## config.mk

```make
export PLATFORM = sky130hd
export DESIGN_NAME = modular_exponentiation_unit_flat
export DESIGN_NICKNAME = d
export VERILOG_FILES = /design/src/rtl/mexp_pkg.sv /design/src/rtl/mexp_if.sv /design/src/rtl/modular_exponentiation_unit.sv /design/src/rtl/mexp_datapath.sv /design/src/rtl/mexp_ctrl.sv /design/src/flat_wrapper.sv
export SDC_FILE = /design/constraint.sdc
export NUM_CORES = 1
export LEC_CHECK = 0
export BUFFER_PORTS_ARGS = -buffer_cell sky130_fd_sc_hd__buf_2
export CAP_MARGIN = 10
export CORE_ASPECT_RATIO = 1.1
export CORE_MARGIN = 4
export CORE_UTILIZATION = 46
export DETAILED_ROUTE_END_ITERATION = 8
export HOLD_SLACK_MARGIN = 0.12
export PLACE_DENSITY_LB_ADDON = 0.15
export SLEW_MARGIN = 20
export SYNTH_ARGS = -nofsm -noshare
export SYNTH_HDL_FRONTEND = slang
export SYNTH_HIERARCHICAL = 1
export SYNTH_SLANG_ARGS = --single-unit
```

## constraint.sdc

```tcl
create_clock -name clk -period 9 [get_ports clk]
set_input_delay 2.25 -clock clk [delete_from_list [all_inputs] [get_ports clk]]
set_output_delay 2.25 -clock clk [all_outputs]
set_load 0.02 [all_outputs]
```

## src/rtl/mexp_pkg.sv

```systemverilog
// Shared types for the modular exponentiation unit: command and status between controller and datapath.
`default_nettype none

package mexp_pkg;

	typedef enum logic {
		SEL_SQUARE,
		SEL_MULT
	} opsel_t;

	typedef struct packed {
		logic   load;
		logic   start;
		opsel_t sel;
		logic   step;
		logic   wb_base;
		logic   wb_acc;
		logic   exp_shift;
		logic   out_load;
	} cmd_t;

	typedef struct packed {
		logic exp_bit;
	} status_t;

endpackage

`default_nettype wire

```

## src/rtl/mexp_if.sv

```systemverilog
// Valid/ready channel interfaces for operand items and result items.
`default_nettype none

interface mexp_in_if #(
	parameter int OPERAND_BITS = 31
) ();
	logic                    valid;
	logic                    ready;
	logic [OPERAND_BITS-1:0] base;
	logic [OPERAND_BITS-1:0] exponent;

	modport source (output valid, output base, output exponent, input ready);
	modport sink   (input valid, input base, input exponent, output ready);
endinterface

interface mexp_out_if #(
	parameter int OPERAND_BITS = 31
) ();
	logic                    valid;
	logic                    ready;
	logic [OPERAND_BITS-1:0] power_mod;

	modport source (output valid, output power_mod, input ready);
	modport sink   (input valid, input power_mod, output ready);
endinterface

`default_nettype wire

```

## src/rtl/modular_exponentiation_unit.sv

```systemverilog
// Top level of the modular exponentiation unit: base to the power exponent modulo a set modulus.
// Usage:
//   operands : sink channel carrying base and exponent; an item is taken when valid and
//              ready are both high. ready is high only while no item is in progress.
//   result   : source channel carrying power_mod, held in an output register until taken.
//   cfg_we / cfg_data : write the modulus; write it only while the unit is idle.
// Timing: the exponent is scanned from its top bit by square-and-multiply, and every
//   modular product runs through one shared shift-and-add multiplier, one multiplier bit
//   per cycle; each squaring and multiplication begins with a start state that loads its
//   operands. The base is first reduced by the same multiplier. One item is in progress
//   at a time; the next item can be taken at the earliest in the cycle in which the
//   result goes valid.
// Reset: arst_n clears the controller, drops result valid and sets the modulus to 2.
// Stall: a new item may be taken while a finished result waits; if that item finishes
//   while the result is still not taken, it holds until the output register frees.
// Modulus below 2 gives power_mod 0; exponent zero gives 1.
`default_nettype none

module modular_exponentiation_unit #(
	parameter int OPERAND_BITS = 31
) (
	input  wire logic                    clk,
	input  wire logic                    arst_n,
	mexp_in_if.sink                      operands,
	mexp_out_if.source                   result,
	input  wire logic                    cfg_we,
	input  wire logic [OPERAND_BITS-1:0] cfg_data
);

	mexp_pkg::cmd_t    cmd;
	mexp_pkg::status_t status;

	mexp_ctrl #(
		.OPERAND_BITS(OPERAND_BITS)
	) u_ctrl (
		.clk      (clk),
		.arst_n   (arst_n),
		.in_valid (operands.valid),
		.in_ready (operands.ready),
		.out_valid(result.valid),
		.out_ready(result.ready),
		.status   (status),
		.cmd      (cmd)
	);

	mexp_datapath #(
		.OPERAND_BITS(OPERAND_BITS)
	) u_datapath (
		.clk        (clk),
		.arst_n     (arst_n),
		.cfg_we     (cfg_we),
		.cfg_data   (cfg_data),
		.in_base    (operands.base),
		.in_exponent(operands.exponent),
		.cmd        (cmd),
		.status     (status),
		.power_mod  (result.power_mod)
	);

endmodule

`default_nettype wire

```

## src/rtl/mexp_datapath.sv

```systemverilog
// Datapath: modulus register, exponent shifter, accumulator and bit-serial modular multiplier.
`default_nettype none

module mexp_datapath #(
	parameter int OPERAND_BITS = 31
) (
	input  wire logic                    clk,
	input  wire logic                    arst_n,
	input  wire logic                    cfg_we,
	input  wire logic [OPERAND_BITS-1:0] cfg_data,
	input  wire logic [OPERAND_BITS-1:0] in_base,
	input  wire logic [OPERAND_BITS-1:0] in_exponent,
	input  wire mexp_pkg::cmd_t          cmd,
	output mexp_pkg::status_t            status,
	output logic [OPERAND_BITS-1:0]      power_mod
);

	localparam int N = OPERAND_BITS;

	logic [N-1:0] modulus_q;
	logic [N-1:0] base_q;
	logic [N-1:0] exp_q;
	logic [N-1:0] acc_q;
	logic [N-1:0] ma_q;
	logic [N-1:0] mb_q;
	logic [N-1:0] pacc_q;
	logic [N-1:0] res_q;

	logic [N-1:0] addend;
	logic [N+1:0] sum;
	logic [N+1:0] mod_x1;
	logic [N+1:0] mod_x2;
	logic [N+1:0] red;
	logic [N-1:0] pacc_next;
	logic         mod_small;

	// 2*pacc + bit*a stays below three times the modulus
	always_comb begin
		addend = mb_q[N-1] ? ma_q : '0;
		sum    = {1'b0, pacc_q, 1'b0} + {2'b00, addend};
		mod_x1 = {2'b00, modulus_q};
		mod_x2 = {1'b0, modulus_q, 1'b0};
		if (sum >= mod_x2) begin
			red = sum - mod_x2;
		end else if (sum >= mod_x1) begin
			red = sum - mod_x1;
		end else begin
			red = sum;
		end
		pacc_next = red[N-1:0];
	end

	assign mod_small = (modulus_q[N-1:1] == '0);

	always_ff @(posedge clk or negedge arst_n) begin
		if (!arst_n) begin
			modulus_q <= N'(2);
		end else if (cfg_we) begin
			modulus_q <= cfg_data;
		end
	end

	always_ff @(posedge clk) begin
		if (cmd.load) begin
			exp_q  <= in_exponent;
			acc_q  <= N'(1);
			ma_q   <= N'(1);
			mb_q   <= in_base;
			pacc_q <= '0;
		end else if (cmd.start) begin
			ma_q   <= acc_q;
			mb_q   <= (cmd.sel == mexp_pkg::SEL_MULT) ? base_q : acc_q;
			pacc_q <= '0;
		end else if (cmd.step) begin
			pacc_q <= pacc_next;
			mb_q   <= {mb_q[N-2:0], 1'b0};
			if (cmd.wb_base) begin
				base_q <= pacc_next;
			end
			if (cmd.wb_acc) begin
				acc_q <= pacc_next;
			end
		end
		if (cmd.exp_shift) begin
			exp_q <= {exp_q[N-2:0], 1'b0};
		end
		if (cmd.out_load) begin
			res_q <= mod_small ? '0 : acc_q;
		end
	end

	assign status.exp_bit = exp_q[N-1];
	assign power_mod      = res_q;

endmodule

`default_nettype wire

```

## src/rtl/mexp_ctrl.sv

```systemverilog
// Controller: sequences base reduction, squarings and multiplications, and the result handshake.
`default_nettype none

module mexp_ctrl #(
	parameter int OPERAND_BITS = 31
) (
	input  wire logic              clk,
	input  wire logic              arst_n,
	input  wire logic              in_valid,
	output logic                   in_ready,
	output logic                   out_valid,
	input  wire logic              out_ready,
	input  wire mexp_pkg::status_t status,
	output mexp_pkg::cmd_t         cmd
);

	localparam int CW = $clog2(OPERAND_BITS);
	localparam logic [CW-1:0] LAST = CW'(OPERAND_BITS - 1);

	typedef enum logic [2:0] {
		ST_IDLE,
		ST_REDUCE,
		ST_SQ_START,
		ST_SQUARE,
		ST_MUL_START,
		ST_MULT,
		ST_FINISH
	} state_t;

	state_t        state_q;
	logic [CW-1:0] cnt_q;
	logic [CW-1:0] ebit_q;
	logic          out_valid_q;
	logic          cnt_last;
	logic          ebit_last;

	assign cnt_last  = (cnt_q == LAST);
	assign ebit_last = (ebit_q == LAST);
	assign in_ready  = (state_q == ST_IDLE);
	assign out_valid = out_valid_q;

	always_comb begin
		cmd     = '0;
		cmd.sel = mexp_pkg::SEL_SQUARE;
		case (state_q)
			ST_IDLE: begin
				cmd.load = in_valid;
			end
			ST_REDUCE: begin
				cmd.step    = 1'b1;
				cmd.wb_base = cnt_last;
			end
			ST_SQ_START: begin
				cmd.start = 1'b1;
				cmd.sel   = mexp_pkg::SEL_SQUARE;
			end
			ST_SQUARE: begin
				cmd.step      = 1'b1;
				cmd.wb_acc    = cnt_last;
				cmd.exp_shift = cnt_last && !status.exp_bit;
			end
			ST_MUL_START: begin
				cmd.start = 1'b1;
				cmd.sel   = mexp_pkg::SEL_MULT;
			end
			ST_MULT: begin
				cmd.step      = 1'b1;
				cmd.wb_acc    = cnt_last;
				cmd.exp_shift = cnt_last;
			end
			ST_FINISH: begin
				cmd.out_load = !out_valid_q || out_ready;
			end
			default: begin
				cmd = '0;
			end
		endcase
	end

	always_ff @(posedge clk or negedge arst_n) begin
		if (!arst_n) begin
			state_q     <= ST_IDLE;
			cnt_q       <= '0;
			ebit_q      <= '0;
			out_valid_q <= 1'b0;
		end else begin
			if (state_q == ST_FINISH && (!out_valid_q || out_ready)) begin
				out_valid_q <= 1'b1;
			end else if (out_ready) begin
				out_valid_q <= 1'b0;
			end
			case (state_q)
				ST_IDLE: begin
					if (in_valid) begin
						state_q <= ST_REDUCE;
						cnt_q   <= '0;
						ebit_q  <= '0;
					end
				end
				ST_REDUCE: begin
					if (cnt_last) begin
						cnt_q   <= '0;
						state_q <= ST_SQ_START;
					end else begin
						cnt_q <= cnt_q + 1'b1;
					end
				end
				ST_SQ_START: begin
					state_q <= ST_SQUARE;
				end
				ST_SQUARE: begin
					if (cnt_last) begin
						cnt_q <= '0;
						if (status.exp_bit) begin
							state_q <= ST_MUL_START;
						end else if (ebit_last) begin
							state_q <= ST_FINISH;
						end else begin
							ebit_q  <= ebit_q + 1'b1;
							state_q <= ST_SQ_START;
						end
					end else begin
						cnt_q <= cnt_q + 1'b1;
					end
				end
				ST_MUL_START: begin
					state_q <= ST_MULT;
				end
				ST_MULT: begin
					if (cnt_last) begin
						cnt_q <= '0;
						if (ebit_last) begin
							state_q <= ST_FINISH;
						end else begin
							ebit_q  <= ebit_q + 1'b1;
							state_q <= ST_SQ_START;
						end
					end else begin
						cnt_q <= cnt_q + 1'b1;
					end
				end
				ST_FINISH: begin
					if (!out_valid_q || out_ready) begin
						state_q <= ST_IDLE;
					end
				end
				default: begin
					state_q <= ST_IDLE;
				end
			endcase
		end
	end

endmodule

`default_nettype wire

```

## src/flat_wrapper.sv

```systemverilog
// flat-port wrapper written by rule: the top's interface ports become plain ports
module modular_exponentiation_unit_flat 
#(
	parameter int OPERAND_BITS = 31
)
  (clk, arst_n, cfg_we, cfg_data, operands_valid, operands_base, operands_exponent, operands_ready, result_valid, result_power_mod, result_ready);
  mexp_in_if #(.OPERAND_BITS(OPERAND_BITS)) operands_i ();
  mexp_out_if #(.OPERAND_BITS(OPERAND_BITS)) result_i ();
  input  wire logic clk;
  input  wire logic arst_n;
  input  wire logic cfg_we;
  input  wire logic [OPERAND_BITS-1:0] cfg_data;
  input wire logic [$bits(operands_i.valid)-1:0] operands_valid;
  input wire logic [$bits(operands_i.base)-1:0] operands_base;
  input wire logic [$bits(operands_i.exponent)-1:0] operands_exponent;
  output wire logic [$bits(operands_i.ready)-1:0] operands_ready;
  output wire logic [$bits(result_i.valid)-1:0] result_valid;
  output wire logic [$bits(result_i.power_mod)-1:0] result_power_mod;
  input wire logic [$bits(result_i.ready)-1:0] result_ready;
  assign operands_i.valid = operands_valid;
  assign operands_i.base = operands_base;
  assign operands_i.exponent = operands_exponent;
  assign operands_ready = operands_i.ready;
  assign result_valid = result_i.valid;
  assign result_power_mod = result_i.power_mod;
  assign result_i.ready = result_ready;
  modular_exponentiation_unit #(.OPERAND_BITS(OPERAND_BITS)) u_core (.clk(clk), .arst_n(arst_n), .operands(operands_i), .result(result_i), .cfg_we(cfg_we), .cfg_data(cfg_data));
endmodule
```

# Yosys cells after proc, flatten, opt, wreduce, memory -nomap -nowiden
# Index checks and enable logic that the tools add are counted.
[classes]
n_addsub = 5
n_lt_le_gt_ge = 2
n_eq_ne = 14
n_mux = 33
n_bitwise = 2
reduce_logical = 19
[op_table]
columns = ["cell", "count"]
rows = [
  ["$mux 31", 9],
  ["$sub 31x31->31", 2],
  ["$add 32x31->33", 1],
  ["$ge 33x31->1", 1],
  ["$ge 33x32->1", 1],
  ["$logic_not 30->1", 1],
  ["$mux 5", 6],
  ["$mux 3", 7],
  ["$pmux 3 s7", 1],
  ["$pmux 5 s3", 1],
  ["$add 5x1->5 const B", 2],
  ["$eq 5x5->1 const B", 2],
  ["$ne 2x2->1 const B", 5],
  ["$pmux 5 s2", 1],
  ["$reduce_and 5->1", 2],
  ["$eq 3x3->1 const B", 3],
  ["$pmux 2 s2", 2],
  ["$eq 3x2->1 const B", 2],
  ["$mux 1", 6],
  ["$reduce_bool 2->1", 3],
  ["$reduce_bool 3->1", 2],
  ["$reduce_and 4->1", 1],
  ["$eq 3x1->1 const B", 1],
  ["$logic_not 3->1", 1],
  ["other kinds (9)", 12],
]
[word_totals]
regBits = 262
inputBits = 98
output_inout_bits = 33
wordCells = 88

# Depth between registers and ports, before layout
[depth]
ltp_word = 6
depth_mapped = 24
ltp_nobuf = 20

# Hierarchy
# Netlist, hierarchy kept.
[by_module_without_submodules]
columns = ["module", "instances", "cells_each", "area_each_um2", "seq_area_each_um2"]
rows = [
  ["mexp_datapath", 1, 1740, 15756.4, 6352.3],
  ["mexp_ctrl", 1, 94, 865.8, 350.3],
]

# Least setup slack after synthesis
# OpenSTA, ideal clock, no wires.
[synth_path]
kind = "register to register"
from = "register u_core.u_datapath.mb_q[30]"
to = "register u_core.u_datapath.base_q[29], data pin"
setup_ns = 0.265
arrival_ns = 4.983
t_required_ns = 8.735
slack_ns = 3.752
path_stages_with_launch = 23
n_path_buf = 3
synth_period_minus_slack_ns = 5.248
cell_sequence = "edfxtp_1 > clkbuf_1 > and2_1 > ha_1 > clkbuf_1 > inv_1 > a2111o_1 > and2_1 > o21ai_0 > nor2_1 > o21ai_0 > xor2_1 > ha_1 > a21o_1 > a21o_1 > a21oi_1 > nor2_1 > a211oi_1 > a21o_1 > clkbuf_1 > a32oi_1 > a211oi_2 > a21oi_1"
[synth_via]
elab_chain_cells = 5
word_cells_on_any_way = 8
classes_between = "3 x add/sub; 2 x order compare; 3 x mux"
[synth_rtl]
columns = ["item", "line_no", "rtl"]
rows = [
  ["from (decl)", "mexp_datapath.sv:25", "logic [N-1:0] mb_q;"],
  ["from (signal assigned)", "mexp_datapath.sv:68", "mb_q <= in_base;"],
  ["from (signal assigned)", "mexp_datapath.sv:72", "mb_q <= (cmd.sel == mexp_pkg::SEL_MULT) ? base_q : acc_q;"],
  ["from (signal assigned)", "mexp_datapath.sv:76", "mb_q <= {mb_q[N-2:0], 1'b0};"],
  ["$mux 31 (*)", "mexp_datapath.sv:39", "addend = mb_q[N-1] ? ma_q : '0;"],
  ["$add 32x31->33 (*)", "mexp_datapath.sv:40", "sum = {1'b0, pacc_q, 1'b0} + {2'b00, addend};"],
  ["$sub 31x31->31 / $ge 33x31->1 (equally long branches)", "mexp_datapath.sv:46, mexp_datapath.sv:45", ""],
  ["$mux 31", "mexp_datapath.sv:45", "end else if (sum >= mod_x1) begin"],
  ["$mux 31 (*)", "mexp_datapath.sv:43", "if (sum >= mod_x2) begin"],
  ["named net u_core.u_datapath.red[29]", "mexp_datapath.sv:33", "logic [N+1:0] red;"],
  ["to (signal assigned)", "mexp_datapath.sv:78", "base_q <= pacc_next;"],
  ["to (decl)", "mexp_datapath.sv:21", "logic [N-1:0] base_q;"],
]
# The timed path passes the listed nets; every way through them passes the cells marked *.
# A chain may end at the register's enable or synchronous reset.

# Worst setup path after layout
[layout_path]
from = "register u_core.u_datapath.mb_q[30]"
to = "register u_core.u_datapath.pacc_q[24]"
[layout_via]
elab_chain_cells = 5
word_cells_on_any_way = 8
classes_between = "3 x add/sub; 2 x order compare; 3 x mux"
[layout_rtl]
columns = ["item", "line_no", "rtl"]
rows = [
  ["$mux 31 (*)", "mexp_datapath.sv:39", ""],
  ["$add 32x31->33 (*)", "mexp_datapath.sv:40", ""],
  ["$sub 31x31->31 / $ge 33x31->1 (equally long branches)", "mexp_datapath.sv:46, mexp_datapath.sv:45", ""],
  ["$mux 31", "mexp_datapath.sv:45", ""],
  ["$mux 31 (*)", "mexp_datapath.sv:43", ""],
  ["to (signal assigned)", "mexp_datapath.sv:75", "pacc_q <= pacc_next;"],
  ["to (decl)", "mexp_datapath.sv:26", "logic [N-1:0] pacc_q;"],
]
# Every way passes the cells marked *; elsewhere a longest branch is shown, timed or not.

==> reports/qor.csv <==
metric,value,unit
floorplan.die.width,189,um
count_of_buffering_cells_on_the_critical_path_with_inverters_included,2,
max_cap_viol_count,0,
clock_sink_count,262,
grt_setup_unrepaired,false,
cts_max_level,1,
post-place-ws,1620,ps
critical_path.endpoint_type,register,
n_antenna_cell,0,
global_route.overflow_total,0,
finalWeightedCongestion,0.968,
tritoncts,yes,
placement_rows,72,
place_hpwl,37900,um
dr.first_iter.drc_count,1213,
final_critical_path_setup_slack,1390,ps
timing.clock.skew,16.7,ps
total_area_of_multi_input_combinational_cells,9240,um^2
tightest_slew,1030,ps
maxClockFrequency,131,MHz
vias_per_cell,5.96,
final.setup.tns,0,ps
slew_headroom,30.9,%
num_io_pins,131,
syn_inst,1834,
synth.distinct_cells,86,
antenna_violating_nets_post_route,0,
crit_type,register to register,
synth_largest_area_cell,sky130_fd_sc_hd__edfxtp_1,
yosys.area_share.xor_xnor,3.64,%
timing.critical_path.slowest_stage_cell,sky130_fd_sc_hd__edfxtp_1,
crit_required,9470,ps
crit_arrival,8080,ps
reg2reg_setup_slack,1390,ps
hold_violations,0,
detailedRoute.firstPassIterationCount,5,
period_minus_slack,7610,ps
post-cts-setup-buffer-count,0,
finalNetCount,2121,
ff_latch_area,6700,um^2
dieArea,39200,um^2
ys_warnings,6,
synth_compound_area_share,24.2,%
worstSkewPairLatency,560,ps
synth.yosys.seq_area_share,40.3,%
wirelength_routed,50800,um
critical_path.max_fanout,32,
ctsHoldBuffers,0,
synth_largest_type_area_fraction,22.2,%
synth.ff_latch_count,262,
syn_area,16600,um^2
netlist_top_cells_area,"sky130_fd_sc_hd__edfxtp_1 (22%), sky130_fd_sc_hd__dfxtp_1 (11%), sky130_fd_sc_hd__ha_1 (7.2%)",
yosys-mux-area-fraction,4.06,%
cts-buffers-inserted,29,
chipHeight,207,um
timing.final.max_slew_violations,0,
clock_tree.root_cell,sky130_fd_sc_hd__clkbuf_16,
longest_individual_stage_delay_on_the_worst_path,760,ps
grt_start_max_net_pins,66,
synth.avg_cell_area,9.06,um^2
timing.critical_path.max_delay_family,simple AND/OR/NAND/NOR gates,
worst_hold_path_type,register to register,
largest_family_of_logic_cells_by_synthesized_area,compound AO/OA/AOI/OAI gates,
share_of_cells_above_drive_strength_1,12.8,%
first_global_vias,13700,
number_of_fill_cells,3371,
crit_chain,"and2_1, ha_1, fa_1, a21oi_1, o22ai_1, nor2b_1, nor2_1, o31ai_1, o31a_1, xor2_1, ha_1, and4_1, nand2_1, nor4_1, o21a_1, o2111a_1, buf_4, or2_1, buf_4, a211oi_1, o32ai_1",
floorplan.initialDensity,47.0,%
path_clk_slew,70,ps
io_buffers,130,
run_status,finished clean,
post_synth_fa_ha_maj_area_fraction,7.59,%
vias,14500,
remaining_drc_errors,0,
syn_nets,2031,
ys.flop_type,sky130_fd_sc_hd__edfxtp_1,
wl_per_cell,20.9,um
ctsLongestPathBuffers,3,
grt_antenna_before_repair,0,
critPathLaunchType,register,
synth-simple-area-share,16.0,%
grt_util_all_layers,24.8,%
fin_crit_sh,84.5,%
post_synth_edffs,123,
asyncSetResetFlopFracSynth,17.2,%
global_route_wire_length_before_repair,78600,um
layout-area-overhead-vs-synth,12.5,%
setup_viol,0,
core,35400,um^2
ctsResizeCount,0,
-- area by class of cell --
type	instances	share of cell area (%)
Multi-Input combinational cell	1397	49.4
Inverter	82	1.67
Clock inverter	14	0.863
Tap cell	481	3.22
Timing Repair Buffer	152	4.36
Clock buffer	40	4.66
Sequential cell	262	35.8
-- cell usage in the layout, fill, tap and decap left out, types with 11 or more instances in the layout --
cell,Yosys,routed
sky130_fd_sc_hd__and3_1,13,13
sky130_fd_sc_hd__o31ai_1,13,13
sky130_fd_sc_hd__nand3_1,50,50
sky130_fd_sc_hd__a21o_1,32,32
sky130_fd_sc_hd__a21oi_1,112,111
sky130_fd_sc_hd__o21ai_1,19,20
sky130_fd_sc_hd__mux2i_1,64,64
sky130_fd_sc_hd__nor2b_1,28,28
sky130_fd_sc_hd__inv_1,79,78
sky130_fd_sc_hd__a211oi_2,11,11
sky130_fd_sc_hd__a211oi_1,17,17
sky130_fd_sc_hd__o21bai_1,12,12
sky130_fd_sc_hd__o32ai_1,16,16
sky130_fd_sc_hd__nor3_1,22,22
sky130_fd_sc_hd__nor2_1,121,117
sky130_fd_sc_hd__buf_4,1,22
sky130_fd_sc_hd__clkbuf_16,0,32
sky130_fd_sc_hd__ha_1,96,96
sky130_fd_sc_hd__dfxtp_1,94,94
sky130_fd_sc_hd__xor2_1,31,31
sky130_fd_sc_hd__nor4_1,13,13
sky130_fd_sc_hd__dfrtp_1,44,44
sky130_fd_sc_hd__o21a_1,12,12
sky130_fd_sc_hd__o211ai_1,34,34
sky130_fd_sc_hd__edfxtp_1,123,123
sky130_fd_sc_hd__a31oi_1,32,32
sky130_fd_sc_hd__a22o_1,31,31
sky130_fd_sc_hd__buf_2,11,130
sky130_fd_sc_hd__nand4_1,14,14
sky130_fd_sc_hd__and2_1,41,40
sky130_fd_sc_hd__o21ai_0,174,173
sky130_fd_sc_hd__nand2_1,207,207
sky130_fd_sc_hd__xnor2_1,38,38
-- cell families (layout without fill, tap and decap cells) --
| kind of cell | after synthesis | in the layout |
|---|---|---|
| AO/OA/AOI/OAI | 604 | 604 |
| XOR/XNOR | 69 | 69 |
| adder cells (fa/ha/maj) | 99 | 99 |
| buffers and inverters | 175 | 288 |
| flip-flops | 262 | 262 |
| multiplexers | 67 | 67 |
| AND/OR/NAND/NOR | 558 | 558 |
-- state kept, by name, indices dropped and copies added (netlist names) --
register and count:
u_core/u_datapath/acc_q 31, u_core/u_datapath/exp_q 31, u_core/u_datapath/power_mod 31, u_core/u_datapath/ma_q 31, u_core/u_datapath/pacc_q 31, u_core/u_ctrl/cnt_q 5, u_core/u_ctrl/ebit_q 5, u_core/u_ctrl/out_valid 1
u_core/u_datapath/base_q 31, u_core/u_datapath/modulus_q 31, u_core/u_datapath/mb_q 31, u_core/u_ctrl/state_q 3
-- per-layer routing --
layer | part of all wire [%] | wire, um | track usage (%) | up-vias
met4 | 2.1 | 1040 | 5.14 | 0
met5 | 0 | 0 | 0 | -
li1 | - | - | - | 6979
met2 | 44 | 22100 | 38.2 | 502
met1 | 47 | 24100 | 37.2 | 6915
met3 | 7.0 | 3530 | 3.78 | 66
-- synthesized netlist by cell type, types with 8 or more instances --
library cell               count
sky130_fd_sc_hd__nand2_1     207
sky130_fd_sc_hd__o21ai_0     174
sky130_fd_sc_hd__edfxtp_1    123
sky130_fd_sc_hd__nor2_1      121
sky130_fd_sc_hd__a21oi_1     112
sky130_fd_sc_hd__ha_1         96
sky130_fd_sc_hd__dfxtp_1      94
sky130_fd_sc_hd__inv_1        79
sky130_fd_sc_hd__clkbuf_1     69
sky130_fd_sc_hd__mux2i_1      64
sky130_fd_sc_hd__nand3_1      50
sky130_fd_sc_hd__dfrtp_1      44
sky130_fd_sc_hd__and2_1       41
sky130_fd_sc_hd__xnor2_1      38
sky130_fd_sc_hd__o211ai_1     34
sky130_fd_sc_hd__a21o_1       32
sky130_fd_sc_hd__a31oi_1      32
sky130_fd_sc_hd__a22o_1       31
sky130_fd_sc_hd__xor2_1       31
sky130_fd_sc_hd__nor2b_1      28
sky130_fd_sc_hd__nor3_1       22
sky130_fd_sc_hd__o21ai_1      19
sky130_fd_sc_hd__a211oi_1     17
sky130_fd_sc_hd__o32ai_1      16
sky130_fd_sc_hd__nand4_1      14
sky130_fd_sc_hd__and3_1       13
sky130_fd_sc_hd__nor4_1       13
sky130_fd_sc_hd__o31ai_1      13
sky130_fd_sc_hd__o21a_1       12
sky130_fd_sc_hd__o21bai_1     12
sky130_fd_sc_hd__a211oi_2     11
sky130_fd_sc_hd__buf_2        11
sky130_fd_sc_hd__a221oi_1     10
sky130_fd_sc_hd__nand2b_1     10
sky130_fd_sc_hd__a311oi_1      9
sky130_fd_sc_hd__and4_1        9
sky130_fd_sc_hd__buf_1         8
-- per-stage QoR --
step / hold WS (ps) / cell area, um^2 / std cells / utilization [%]
final: 488 / 18700 / 2428 / 52.8
after CTS: 477 / 18700 / 2428 / 52.8
after detailed placement: 467 / 17700 / 2374 / 49.9
after global placement: 465 / 17700 / 2374 / 49.9
after floorplan: 445 / 16600 / 1834 / -
after global routing: 509 / 18700 / 2428 / 52.8
-- worst min-delay path: stages (launching register included) --
cell and delay [ps]:
sky130_fd_sc_hd__dfxtp_1 320, sky130_fd_sc_hd__mux2i_1 70, sky130_fd_sc_hd__nor2_1 70
-- final timing paths --
kind,start,end,cells past startpoint
min,u_core/u_datapath/acc_q[17],u_core/u_datapath/ma_q[17],2
max,u_core/u_datapath/mb_q[30],u_core/u_datapath/pacc_q[24],21
min in group asynchronous,arst_n,u_core/u_ctrl/cnt_q[2],1
max in group asynchronous,arst_n,u_core/u_datapath/modulus_q[1],2
max reg2reg,u_core/u_datapath/mb_q[30],u_core/u_datapath/pacc_q[24],21
min reg2reg,u_core/u_datapath/acc_q[17],u_core/u_datapath/ma_q[17],2
Power is not shown: default switching activity piles up to over one toggle a cycle in this logic, so the estimate is an artifact.
